$ cat src/rtl/sktr_pkg.sv
`default_nettype none
// ----------------------------------------------------------------------------
// sktr_pkg
// types, constants and lookup tables shared by the key transliterator
// ----------------------------------------------------------------------------
package sktr_pkg;

	localparam int NCONS = 42;
	localparam int NVOW  = 10;

	typedef logic [7:0]  lsb_t;
	typedef logic [15:0] cp_t;

	// one keystroke
	typedef struct packed {
		cp_t  prev_char;
		logic has_context;
		logic toggle_key;
		logic key_is_plain;
		cp_t  key_char;
	} key_t;

	// decoded result of one keystroke, cnt = number of characters (0..3)
	typedef struct packed {
		logic            handled;
		logic            delete_previous;
		logic [1:0]      cnt;
		logic [2:0][15:0] ch;
	} res_t;

	localparam cp_t CP_HAL  = 16'h0dca;
	localparam cp_t CP_ZWJ  = 16'h200d;
	localparam cp_t CP_ZWNJ = 16'h200c;
	localparam cp_t CP_RA   = 16'h0dbb;
	localparam cp_t CP_YA   = 16'h0dba;
	localparam cp_t CP_JOINER_BASE = 16'h2000;
	localparam cp_t CP_SINH_PAGE   = 16'h0d00;
	localparam logic [8:0] SINH_BLOCK_HI = 9'h01b;

	localparam lsb_t LSB_ZWNJ    = 8'h0c;
	localparam lsb_t LSB_ZWJ     = 8'h0d;
	localparam lsb_t LSB_CONS_LO = 8'h9a;
	localparam lsb_t LSB_CONS_HI = 8'hc6;

	localparam cp_t KEY_LC_W = 16'h0077;
	localparam cp_t KEY_UC_W = 16'h0057;
	localparam cp_t KEY_UC_H = 16'h0048;
	localparam cp_t KEY_UC_G = 16'h0047;
	localparam cp_t KEY_UC_R = 16'h0052;
	localparam cp_t KEY_UC_Y = 16'h0059;

	localparam lsb_t CONS_CHR [NCONS] = '{
		8'ha4, 8'ha5, 8'hc0, 8'h0c, 8'hbb, 8'hbb, 8'had, 8'ha7, 8'hba, 8'hba,
		8'hb4, 8'hb5, 8'hc3, 8'hc1, 8'haf, 8'ha9, 8'hc6, 8'hc6, 8'h9c, 8'h9f,
		8'hc4, 8'hc4, 8'ha2, 8'ha3, 8'h9a, 8'h9b, 8'hbd, 8'hc5, 8'h8f, 8'h90,
		8'h82, 8'h9e, 8'ha0, 8'ha1, 8'hc0, 8'hc0, 8'hb6, 8'hb7, 8'hb1, 8'hab,
		8'hb8, 8'hb9};
	localparam lsb_t CONS_MP [NCONS] = '{
		8'h00, 8'h00, 8'h00, 8'h00, 8'h00, 8'h00, 8'hae, 8'ha8, 8'h00, 8'h00,
		8'hb5, 8'hb5, 8'hc2, 8'hc2, 8'hb0, 8'haa, 8'h00, 8'h00, 8'h9d, 8'h9d,
		8'h83, 8'h00, 8'ha3, 8'ha3, 8'h9b, 8'h9b, 8'h00, 8'h00, 8'h00, 8'h00,
		8'h00, 8'h00, 8'ha1, 8'ha1, 8'h00, 8'h00, 8'hb7, 8'hb7, 8'h00, 8'h00,
		8'h00, 8'h00};
	localparam lsb_t CONS_SG [NCONS] = '{
		8'h00, 8'h00, 8'h00, 8'h00, 8'h00, 8'h00, 8'h00, 8'h00, 8'h00, 8'h00,
		8'h00, 8'h00, 8'h00, 8'h00, 8'hb3, 8'hac, 8'h00, 8'h00, 8'h9f, 8'h00,
		8'h00, 8'h00, 8'ha6, 8'ha6, 8'h00, 8'h00, 8'h00, 8'h00, 8'h00, 8'h00,
		8'h00, 8'h00, 8'h00, 8'h00, 8'h00, 8'h00, 8'hb9, 8'hb9, 8'h82, 8'h9e,
		8'h00, 8'h00};
	localparam lsb_t CONS_KEY [NCONS] = '{
		8'h71, 8'h51, 8'h77, 8'h57, 8'h72, 8'h52, 8'h74, 8'h54, 8'h79, 8'h59,
		8'h70, 8'h50, 8'h73, 8'h53, 8'h64, 8'h44, 8'h66, 8'h46, 8'h67, 8'h47,
		8'h68, 8'h48, 8'h6a, 8'h4a, 8'h6b, 8'h4b, 8'h6c, 8'h4c, 8'h7a, 8'h5a,
		8'h78, 8'h58, 8'h63, 8'h43, 8'h76, 8'h56, 8'h62, 8'h42, 8'h6e, 8'h4e,
		8'h6d, 8'h4d};

	localparam lsb_t VOW_IND [NVOW] = '{
		8'h85, 8'h87, 8'h91, 8'h91, 8'h89, 8'h93, 8'h94, 8'h96, 8'h8b, 8'h8d};
	localparam lsb_t VOW_DIND [NVOW] = '{
		8'h86, 8'h88, 8'h92, 8'h92, 8'h8a, 8'h00, 8'h95, 8'h00, 8'h8c, 8'h8e};
	localparam lsb_t VOW_SIGN [NVOW] = '{
		8'hcf, 8'hd0, 8'hd9, 8'hd9, 8'hd2, 8'hdb, 8'hdc, 8'hde, 8'hd4, 8'hd8};
	localparam lsb_t VOW_DSIGN [NVOW] = '{
		8'hcf, 8'hd1, 8'hda, 8'hda, 8'hd3, 8'hdb, 8'hdd, 8'hdf, 8'hd6, 8'hf2};
	localparam lsb_t VOW_KEY [NVOW] = '{
		8'h61, 8'h41, 8'h65, 8'h45, 8'h69, 8'h49, 8'h6f, 8'h4f, 8'h75, 8'h55};

	// table code to code point
	function automatic cp_t code_of(input lsb_t l);
		cp_t r;
		if (l[7]) begin
			r = CP_SINH_PAGE | {8'h00, l};
		end else if (l == LSB_ZWNJ || l == LSB_ZWJ) begin
			r = CP_JOINER_BASE | {8'h00, l};
		end else begin
			r = '0;
		end
		return r;
	endfunction

endpackage : sktr_pkg
`default_nettype wire

$ cat src/rtl/sinhala_key_transliterator.sv
`default_nettype none
// ----------------------------------------------------------------------------
// sinhala_key_transliterator
// turns keystrokes into Sinhala code points with context rules
// ----------------------------------------------------------------------------
// usage:
//   s channel: one beat per keystroke (key char, flags, character before cursor)
//   m channel: one to three beats per keystroke, tlast on the final beat of a key;
//     each beat carries handled, delete-previous, char-valid and a code point
//   path: a key passes the input beat register and the decoder, and its first beat shows from the result register
//   throughput: one output beat per cycle while m_tready is high, so a key takes 1 to 3 beats set by
//     the number of characters it emits through the beat sequencer
//   the next key is taken while the current result waits in the result register
//   reset: pipeline empty, Sinhala mode on
//   stall: with m_tready low the result holds and s_tready drops once the input
//     register is also occupied
//   the mode toggle takes effect for keys behind the toggle beat
// ----------------------------------------------------------------------------
module sinhala_key_transliterator import sktr_pkg::*; (
	input  wire logic        clk,
	input  wire logic        arst_n,
	input  wire logic        s_tvalid,
	output logic             s_tready,
	input  wire logic [39:0] s_tdata,   // key_char, key_is_plain, toggle_key, has_context, prev_char
	output logic             m_tvalid,
	input  wire logic        m_tready,
	output logic [23:0]      m_tdata,   // handled, delete_previous, char_valid, out_char
	output logic             m_tlast
);

	key_t data_s1;
	logic valid_s1;
	logic mode_q;
	logic emit_ready;
	res_t dec_res;

	assign s_tready = !valid_s1 || emit_ready;

	always_ff @(posedge clk or negedge arst_n) begin
		if (!arst_n) begin
			valid_s1 <= 1'b0;
			mode_q   <= 1'b1;
		end else begin
			if (s_tready) begin
				valid_s1 <= s_tvalid;
			end
			if (valid_s1 && emit_ready && data_s1.toggle_key) begin
				mode_q <= !mode_q;
			end
		end
	end

	// input beat register
	always_ff @(posedge clk) begin
		if (s_tvalid && s_tready) begin
			data_s1 <= s_tdata[34:0];
		end
	end

	sktr_decode u_decode (
		.key          (data_s1),
		.sinhala_mode (mode_q),
		.res          (dec_res)
	);

	sktr_emitter u_emitter (
		.clk      (clk),
		.arst_n   (arst_n),
		.in_valid (valid_s1),
		.in_ready (emit_ready),
		.in_res   (dec_res),
		.m_tvalid (m_tvalid),
		.m_tready (m_tready),
		.m_tdata  (m_tdata),
		.m_tlast  (m_tlast)
	);

endmodule : sinhala_key_transliterator
`default_nettype wire

$ cat src/rtl/sktr_decode.sv
`default_nettype none
// ----------------------------------------------------------------------------
// sktr_decode
// table lookups and context rules that turn one keystroke into a result
// ----------------------------------------------------------------------------
module sktr_decode import sktr_pkg::*; (
	input  wire key_t key,
	input  wire logic sinhala_mode,
	output res_t      res
);

	logic ctx_sinh, ctx_ok;
	lsb_t ctx_lsb;
	logic cons_hit, ctx_hit, vow_hit;
	lsb_t cons_chr, ctx_mp;
	lsb_t v_ind, v_dind, v_sign, v_dsign;

	// context character as table code
	assign ctx_sinh = key.prev_char[15:7] == SINH_BLOCK_HI;
	assign ctx_ok = key.has_context &&
		(ctx_sinh || key.prev_char == CP_ZWNJ || key.prev_char == CP_ZWJ);
	assign ctx_lsb = ctx_sinh ? {1'b1, key.prev_char[6:0]} : key.prev_char[7:0];

	// consonant by key, consonant by context code (first row wins)
	always_comb begin
		cons_hit = 1'b0;
		cons_chr = '0;
		ctx_hit  = 1'b0;
		ctx_mp   = '0;
		for (int i = NCONS - 1; i >= 0; i--) begin
			if (key.key_char == {8'h00, CONS_KEY[i]}) begin
				cons_hit = 1'b1;
				cons_chr = CONS_CHR[i];
			end
			if (ctx_ok && (CONS_CHR[i] == ctx_lsb || CONS_MP[i] == ctx_lsb ||
				CONS_SG[i] == ctx_lsb)) begin
				ctx_hit = 1'b1;
				ctx_mp  = CONS_MP[i];
			end
		end
	end

	// vowel by key
	always_comb begin
		vow_hit = 1'b0;
		v_ind   = '0;
		v_dind  = '0;
		v_sign  = '0;
		v_dsign = '0;
		for (int i = NVOW - 1; i >= 0; i--) begin
			if (key.key_char == {8'h00, VOW_KEY[i]}) begin
				vow_hit = 1'b1;
				v_ind   = VOW_IND[i];
				v_dind  = VOW_DIND[i];
				v_sign  = VOW_SIGN[i];
				v_dsign = VOW_DSIGN[i];
			end
		end
	end

	always_comb begin
		res = '0;
		if (key.toggle_key) begin
			res.handled = 1'b1;
		end else if (!sinhala_mode && key.key_is_plain) begin
			res.handled = 1'b1;
			res.cnt     = 2'd1;
			res.ch[0]   = key.key_char;
		end else if (cons_hit) begin
			res.handled = 1'b1;
			res.cnt     = 2'd1;
			res.ch[0]   = code_of(cons_chr);
			if (ctx_hit) begin
				if (key.key_char == KEY_LC_W) begin
					res.ch[0] = CP_HAL;
				end else if (key.key_char == KEY_UC_W) begin
					res.cnt   = 2'd2;
					res.ch[0] = CP_HAL;
					res.ch[1] = CP_ZWJ;
				end else if ((key.key_char == KEY_UC_H || key.key_char == KEY_UC_G) &&
					ctx_mp != '0) begin
					res.delete_previous = 1'b1;
					res.ch[0] = code_of(ctx_mp);
				end else if (key.key_char == KEY_UC_R) begin
					res.cnt   = 2'd3;
					res.ch[0] = CP_HAL;
					res.ch[1] = CP_ZWJ;
					res.ch[2] = CP_RA;
				end else if (key.key_char == KEY_UC_Y) begin
					res.cnt   = 2'd3;
					res.ch[0] = CP_HAL;
					res.ch[1] = CP_ZWJ;
					res.ch[2] = CP_YA;
				end
			end
		end else if (vow_hit) begin
			res.handled = 1'b1;
			res.cnt     = 2'd1;
			if (ctx_ok && ctx_lsb >= LSB_CONS_LO && ctx_lsb <= LSB_CONS_HI) begin
				res.ch[0] = code_of(v_sign);
			end else if (ctx_ok && ctx_lsb == v_ind) begin
				res.delete_previous = 1'b1;
				res.ch[0] = code_of(v_dind);
			end else if (ctx_ok && ctx_lsb == v_sign) begin
				res.delete_previous = 1'b1;
				res.ch[0] = code_of(v_dsign);
			end else begin
				res.ch[0] = code_of(v_ind);
			end
		end
	end

endmodule : sktr_decode
`default_nettype wire

$ cat src/rtl/sktr_emitter.sv
`default_nettype none
// ----------------------------------------------------------------------------
// sktr_emitter
// result register and beat sequencer, one character beat per cycle while m_tready is high
// ----------------------------------------------------------------------------
module sktr_emitter import sktr_pkg::*; (
	input  wire logic        clk,
	input  wire logic        arst_n,
	input  wire logic        in_valid,
	output logic             in_ready,
	input  wire res_t        in_res,
	output logic             m_tvalid,
	input  wire logic        m_tready,
	output logic [23:0]      m_tdata,
	output logic             m_tlast
);

	res_t       res_q;
	logic       full_q;
	logic [1:0] idx_q;
	logic [1:0] last_idx;
	logic       beat_last;
	logic       beat_del;
	logic       beat_cv;
	cp_t        beat_char;

	assign last_idx  = (res_q.cnt == 2'd0) ? 2'd0 : res_q.cnt - 2'd1;
	assign beat_last = idx_q == last_idx;
	assign in_ready  = !full_q || (m_tready && beat_last);

	assign beat_del  = res_q.delete_previous && (idx_q == 2'd0);
	assign beat_cv   = res_q.cnt != 2'd0;
	assign beat_char = beat_cv ? res_q.ch[idx_q] : '0;

	assign m_tvalid = full_q;
	assign m_tlast  = beat_last;
	assign m_tdata  = {5'b0, beat_char, beat_cv, beat_del, res_q.handled};

	always_ff @(posedge clk or negedge arst_n) begin
		if (!arst_n) begin
			full_q <= 1'b0;
			idx_q  <= 2'd0;
		end else if (in_valid && in_ready) begin
			full_q <= 1'b1;
			idx_q  <= 2'd0;
		end else if (full_q && m_tready) begin
			if (beat_last) begin
				full_q <= 1'b0;
			end else begin
				idx_q <= idx_q + 2'd1;
			end
		end
	end

	always_ff @(posedge clk) begin
		if (in_valid && in_ready) begin
			res_q <= in_res;
		end
	end

	// beat index stays within the character count
	a_idx_range: assert property (@(posedge clk) disable iff (!arst_n)
		full_q |-> idx_q <= last_idx)
		else $error("beat index beyond last character");

	// delete flag only on the first beat of a key
	a_del_first: assert property (@(posedge clk) disable iff (!arst_n)
		(full_q && idx_q != 2'd0) |-> !m_tdata[1])
		else $error("delete flag on a later beat");

	// an unhandled key is a single empty beat
	a_unhandled: assert property (@(posedge clk) disable iff (!arst_n)
		(full_q && !m_tdata[0]) |-> (m_tlast && !m_tdata[2] && m_tdata[18:3] == '0))
		else $error("unhandled key with payload");

	// a later beat only follows a taken beat of the same key
	a_idx_step: assert property (@(posedge clk) disable iff (!arst_n)
		(full_q && m_tready && !beat_last) |=> (full_q && idx_q == $past(idx_q) + 2'd1))
		else $error("beat sequence skipped");

endmodule : sktr_emitter
`default_nettype wire

$ cat config.mk
export PLATFORM = sky130hd
export DESIGN_NAME = sinhala_key_transliterator
export DESIGN_NICKNAME = d
export VERILOG_FILES = /design/src/rtl/sktr_pkg.sv /design/src/rtl/sinhala_key_transliterator.sv /design/src/rtl/sktr_decode.sv /design/src/rtl/sktr_emitter.sv
export SDC_FILE = /design/constraint.sdc
export NUM_CORES = 1
export LEC_CHECK = 0
export ABC_CLOCK_PERIOD_IN_PS = 8100
export BUFFER_PORTS_ARGS = -buffer_cell sky130_fd_sc_hd__buf_2
export CAP_MARGIN = 20
export CORE_UTILIZATION = 30
export DETAILED_ROUTE_END_ITERATION = 8
export RECOVER_POWER = 100
export SLEW_MARGIN = 20
export SYNTH_ARGS = -nofsm -noshare
export SYNTH_HDL_FRONTEND = slang
export SYNTH_HIERARCHICAL = 1
export SYNTH_SLANG_ARGS = --single-unit
$ cat constraint.sdc
create_clock -name clk -period 8.1 [get_ports clk]
set_clock_uncertainty 0.15 [all_clocks]
set_input_delay 1.215 -clock clk [delete_from_list [all_inputs] [get_ports clk]]
set_output_delay 1.215 -clock clk [all_outputs]
set_load 0.01 [all_outputs]
== After elaboration in Yosys (flattened, before gate mapping) ==
Index checks and enable logic that the tools add are counted.

* Register bits after elaboration: 92
* Input bits: 44
* Output and inout bits: 27
* Word-level logic and storage cells: 549

* $add $sub $neg: 2
* Magnitude comparators: 3
* Equality and inequality tests: 117
* Mux-type cells: 262
* Bitwise gates (word level): 2
* Reductions and logical operators: 146

{| class="wikitable"
|+ Operator list
! cell !! count
|-
| $mux 8 || 116
|-
| $eq 16x7->1 const B || 52
|-
| $eq 8x8->1 const A || 45
|-
| $mux 50 || 7
|-
| $mux 16 || 16
|-
| $mux 34 || 7
|-
| $mux 1 || 98
|-
| $mux 14 || 7
|-
| $eq 8x4->1 const B || 12
|-
| $logic_or 1x1->1 || 80
|-
| $mux 51 || 1
|-
| $logic_and 1x1->1 || 50
|-
| $mux 35 || 1
|-
| $bmux 16 s2 || 1
|-
| $eq 16x14->1 const B || 2
|-
| $mux 32 || 1
|-
| $eq 8x8->1 || 2
|-
| $mux 2 || 5
|-
| $eq 9x5->1 const B || 1
|-
| $eq 4x8->1 const A || 1
|-
| $ge 8x8->1 const B || 1
|-
| $le 8x8->1 const B || 1
|-
| $logic_not 8->1 || 1
|-
| $reduce_bool 8->1 || 1
|-
| 16 further kinds || 23
|}

== Logic depth before layout (Yosys ltp) ==
* Depth after elaboration: 66
* Mapped depth: 12
* Depth with buffers taken out: 8

== Modules after synthesis ==
Netlist, hierarchy kept.

{| class="wikitable"
|+ Modules (own cells, without submodules)
! module !! instances !! cells each !! area an instance (µm²) !! sequential area each (µm²)
|-
| sktr_decode || 1 || 546 || 3398.3 || 0.0
|-
| sktr_emitter || 1 || 162 || 2393.5 || 1636.6
|-
| sinhala_key_transliterator || 1 || 42 || 1142.3 || 1102.3
|}

== Worst setup path before layout ==
No wires, ideal clock.

* Path kind: reg2reg
* Start: register valid_s1
* End: register u_emitter.res_q, in the netlist u_emitter/m_tdata[0] (enable)
* Library setup time: 476 ps
* Data arrival time: 3058 ps
* Required time: 7474 ps
* Slack: 4416 ps
* Stages on the path, launching flop included: 3
* Buffers on the path: 0
* Period minus slack after synthesis: 3684 ps
* Cell sequence: dfrtp_1 -> inv_1 -> o2bb2ai_1

* Word-level cells in the longest chain between the ends: 1

{| class="wikitable"
|+ RTL lines
! what !! line !! source
|-
| from (decl) || sinhala_key_transliterator.sv:32 || <nowiki>logic valid_s1;</nowiki>
|-
| from (signal assigned) || sinhala_key_transliterator.sv:45 || <nowiki>valid_s1 <= s_tvalid;</nowiki>
|-
| $logic_and 1x1->1 || sktr_emitter.sv:56 || <nowiki>if (in_valid && in_ready) begin</nowiki>
|-
| to (signal assigned) || sktr_emitter.sv:57 || <nowiki>res_q <= in_res;</nowiki>
|-
| to (decl) || sktr_emitter.sv:18 || <nowiki>res_t res_q;</nowiki>
|}

No other way between the ends.
A chain may end at the register's enable or synchronous reset.

== Worst setup path after layout ==
* Start: register data_s1[8] (netlist bit)
* End: register u_emitter/res_q[3] (netlist bit), data pin

* Word-level cells in the longest chain between the ends: 60
* Elaborated cells on any way between the ends: 234
* Those cells by class: eq/ne (64); mux (161); reduce/logical (9)

{| class="wikitable"
|+ RTL lines
! what !! line !! source
|-
| from (decl) || sinhala_key_transliterator.sv:31 || <nowiki>key_t data_s1;</nowiki>
|-
| from (signal assigned) || sinhala_key_transliterator.sv:56 || <nowiki>data_s1 <= s_tdata[34:0];</nowiki>
|-
| $eq 16x7->1 || sktr_decode.sv:31 || <nowiki>if (key.key_char == {8'h00, CONS_KEY[i]}) begin</nowiki>
|-
| $mux 8 (42 in series) || sktr_decode.sv:31 ||
|-
| $eq 8x4->1 || sktr_pkg.sv:93 || <nowiki>end else if (l == LSB_ZWNJ || l == LSB_ZWJ) begin</nowiki>
|-
| $logic_or 1x1->1 || sktr_pkg.sv:93 ||
|-
| $mux 14 || sktr_pkg.sv:93 ||
|-
| $mux 16 || sktr_pkg.sv:91 || <nowiki>if (l[7]) begin</nowiki>
|-
| $mux 50 || sktr_decode.sv:89 || <nowiki>end else if (key.key_char == KEY_UC_Y) begin</nowiki>
|-
| $mux 50 || sktr_decode.sv:84 || <nowiki>end else if (key.key_char == KEY_UC_R) begin</nowiki>
|-
| (+3 left out) || -- ||
|-
| $mux 50 || sktr_decode.sv:65 || <nowiki>end else if (!sinhala_mode && key.key_is_plain) begin</nowiki>
|-
| $mux 50 || sktr_decode.sv:63 || <nowiki>if (key.toggle_key) begin</nowiki>
|-
| $mux 16 || sktr_decode.sv:80 || <nowiki>end else if ((key.key_char == KEY_UC_H || key.key_char == KEY_UC_G) &&</nowiki>
|-
| $mux 32 || sktr_decode.sv:76 || <nowiki>end else if (key.key_char == KEY_UC_W) begin</nowiki>
|-
| $mux 16 || sktr_decode.sv:74 || <nowiki>if (key.key_char == KEY_LC_W) begin</nowiki>
|-
| $mux 51 || sktr_decode.sv:73 || <nowiki>if (ctx_hit) begin</nowiki>
|-
| $mux 16 * || sktr_decode.sv:69 || <nowiki>end else if (cons_hit) begin</nowiki>
|-
| $mux 16 * || sktr_decode.sv:65 ||
|}

Mark *: on every way between the ends. The rest lies on a longest branch, timed or not. The select of a mux whose other input is x is not followed.

==> out/qor.csv <==
stage;metric;value;unit
logic_synthesis;yosysSeqAreaShare;39.5;%
run_status;status;finished with violations;
worst_setup_path;required;8.06;ns
global_route;grt_pass1_wl;30200;um
logic_synthesis;synthTopCellsByCount;edfxtp_1, nand2_1, nor2_1;
sta;tightest_slew;2.77;ns
min_path;hold_path.class;register to register;
final_layout;fin_nets;802;
global_route;grt_pass1_vias;5469;
final_layout;antenna_cells;0;
sta;fin_crit_sh;75.9;%
die;start_util;30.6;%
logic_synthesis;synth_edf_count;87;
logic_synthesis;syn_area;6930;um^2
detailed_routing;drt-total-wl;19100;um
sta;relSlewSlack;-85.0;%
final_layout;fin_cells;1047;
detailed_routing;antenna_left;0;
sta;tns;0;ns
worst_setup_path;cpPeakStageDelay;1.57;ns
global_route;antenna_found_initial;0;
sta;finalWorstSetupSlack;1.95;ns
clocking;cts.repair.resized;0;
logic_synthesis;ys_warn_count;6;
worst_setup_path;slowest_stage;a2111oi_0;
logic_synthesis;ys_seq_elements;92;
logic_synthesis;synth_top_area_share;37.7;%
clocking;cts_tree;built;
placed_design;hpwl;13100;um
detailed_routing;num_vias;6023;
die;rows;55;
global_route;grt_use_total;16.1;%
final_layout;drive_gt1_share;13.8;%
logic_synthesis;synthFlopType;edfxtp_1;
sta;fin_crit;6.15;ns
clocking;cts_max_level;3;
logic_synthesis;synth_cell_types;97;
die;die_h;154;um
logic_synthesis;yosysTopAreaCell;edfxtp_1;
detailed_routing;drt_pass1_iterations;6;
detailed_routing;wire_per_inst;18.2;um
worst_setup_path;crit_path_end_kind;register;
placed_design;place_ws;3.59;ns
die;die_x;154;um
worst_setup_path;rrSetupSlack;1.95;ns
logic_synthesis;ys_top_cells_by_area;edfxtp_1, buf_4, nand2_1;
logic_synthesis;yosysMostFrequentCell;edfxtp_1;
clocking;cts_sinks;92;
sta;hold_viol;0;
logic_synthesis;synthArstFlopShare;5.43;%
sta;fmax;163;MHz
clocking;cts_root_buffer;clkbuf_16;
die;core;22600;um^2
detailed_routing;drc_errors;0;
sta;setup_viol;0;
logic_synthesis;synth_cells;750;
sta;rsz0062_at_grt;false;
clocking;holdBufCountCts;0;
detailed_routing;drt_iter0_drc;890;
clocking;cts_made_buffers;9;
placed_design;gp_congestion;0.921;
final_layout;syn2layout_area_growth;7.15;%
logic_synthesis;syn_area_per_cell;9.25;um^2
clocking;clkLatencyLatePin;0.36;ns
placed_design;placed_cell_area;7220;um^2
worst_setup_path;cp_data_arrival_time;6.11;ns
clocking;path_clk_slew;0.07;ns
sta;finalMaxSlewViolations;129;
power_and_ir_drop;p_per_area;252;nW/um^2
die;dieArea;23700;um^2
final_layout;postLayoutCellArea;7430;um^2
detailed_routing;vias_per_cell;5.75;
placed_design;port_buffers;60;
placed_design;dp_cells;1031;
clocking;cts_setup_buffers;0;
global_route;grt_max_degree;53;
run_status;violations;max-capacitance violations, max-slew violations;
worst_setup_path;start_kind;register;
worst_setup_path;path_cells;nor4_1, nand3_1, o31ai_1, o2111ai_1, a2111oi_0, nand3_1, o21a_1, o31ai_1;
clocking;cts.path.max_buffers;2;
power_and_ir_drop;p_leak;2.57;nW
global_route;grt-ovfl-total;0;
run;max-cap-violations;5;
worst_setup_path;critical_path_class;register to register;
power_and_ir_drop;ir_drop;0.119;mV
die;pin_count;71;
final_layout;fin_util;32.8;%
worst_setup_path;crit_fanout;15;
[through the flow]
stage	hold WS (ns)	power, mW
6_report	0.349	1.87
5_1_grt	0.358	1.98
3_3_place_gp	0.338	1.46
4_1_cts	0.351	1.89
3_5_place_dp	0.336	1.47
2_1_floorplan	0.324	1.28
[report_power, final]
group          total [mW]  internal [mW]  switching, mW
registers           0.797          0.681          0.116
clock network       0.419          0.216          0.203
logic               0.655          0.226          0.429
total                1.87           1.12          0.747
[cells by family after synthesis]
kind of cell / share of synthesized area, %
simple gates: 26.0
compound gates: 20.4
buf+inv: 8.79
flops: 39.5
mux: 3.61
xor+xnor: 1.39
other cells: 0.108
fa+ha+maj: 0.180
[worst max-delay path: cells and delay by family (launching register included)]
kind / cells / cell delay (ns)
AO/OA/AOI/OAI: 5 / 2.82
flip-flops: 1 / 0.43
AND/OR/NAND/NOR: 3 / 2.51
[layer usage]
metal	up-vias	part of all wire, %	global-route usage (%)
met5	-	0	0
met4	0	2.6	5.19
met3	58	8.9	2.93
met2	355	44	24.6
met1	2803	44	23.0
li1	2807	-	-
[cells in the final DEF (no fill, tap or decap), types with 10 or more instances in the layout]
| cell type | n |
|---|---|
| a211oi_1 | 11 |
| a21o_1 | 11 |
| a21oi_1 | 36 |
| a21oi_2 | 11 |
| a31oi_1 | 12 |
| buf_2 | 38 |
| clkbuf_1 | 23 |
| conb_1 | 24 |
| edfxtp_1 | 87 |
| inv_1 | 14 |
| mux2_1 | 15 |
| nand2_1 | 67 |
| nand2_2 | 10 |
| nand2b_1 | 13 |
| nand3_1 | 27 |
| nand4_1 | 13 |
| nor2_1 | 47 |
| nor2b_1 | 19 |
| nor3_1 | 23 |
| nor4_1 | 13 |
| o21ai_0 | 28 |
| o31ai_1 | 12 |
[sequential cells by signal (all words and copies together) (netlist names)]
| name | flops |
|---|---|
| u_emitter/res_q | 51 |
| data_s1 | 35 |
| mode_q | 1 |
| u_emitter/m_tdata | 1 |
| u_emitter/idx_q | 2 |
| valid_s1 | 1 |
| u_emitter/m_tvalid | 1 |
[area by class of cell]
cell class / instances / area (um^2)
multi-input combinational: 568 / 3640
tap: 285 / 357
inverter: 16 / 60.1
fill: 2328 / 15200
clock buffer: 9 / 225
timing repair buffer: 70 / 344
clock inverter: 7 / 62.6
sequential: 92 / 2740
[final timing paths]
kind	cells after the start	endpoint	from
max in group asynchronous	1	mode_q	arst_n
worst max register to register	8	u_emitter/res_q[3]	data_s1[8]
worst min register to register	1	mode_q	mode_q
worst max-delay path	8	u_emitter/res_q[3]	data_s1[8]
min in group asynchronous	1	valid_s1	arst_n
worst min-delay path	1	mode_q	mode_q
Note: power is estimated with default switching activity, not from simulation.
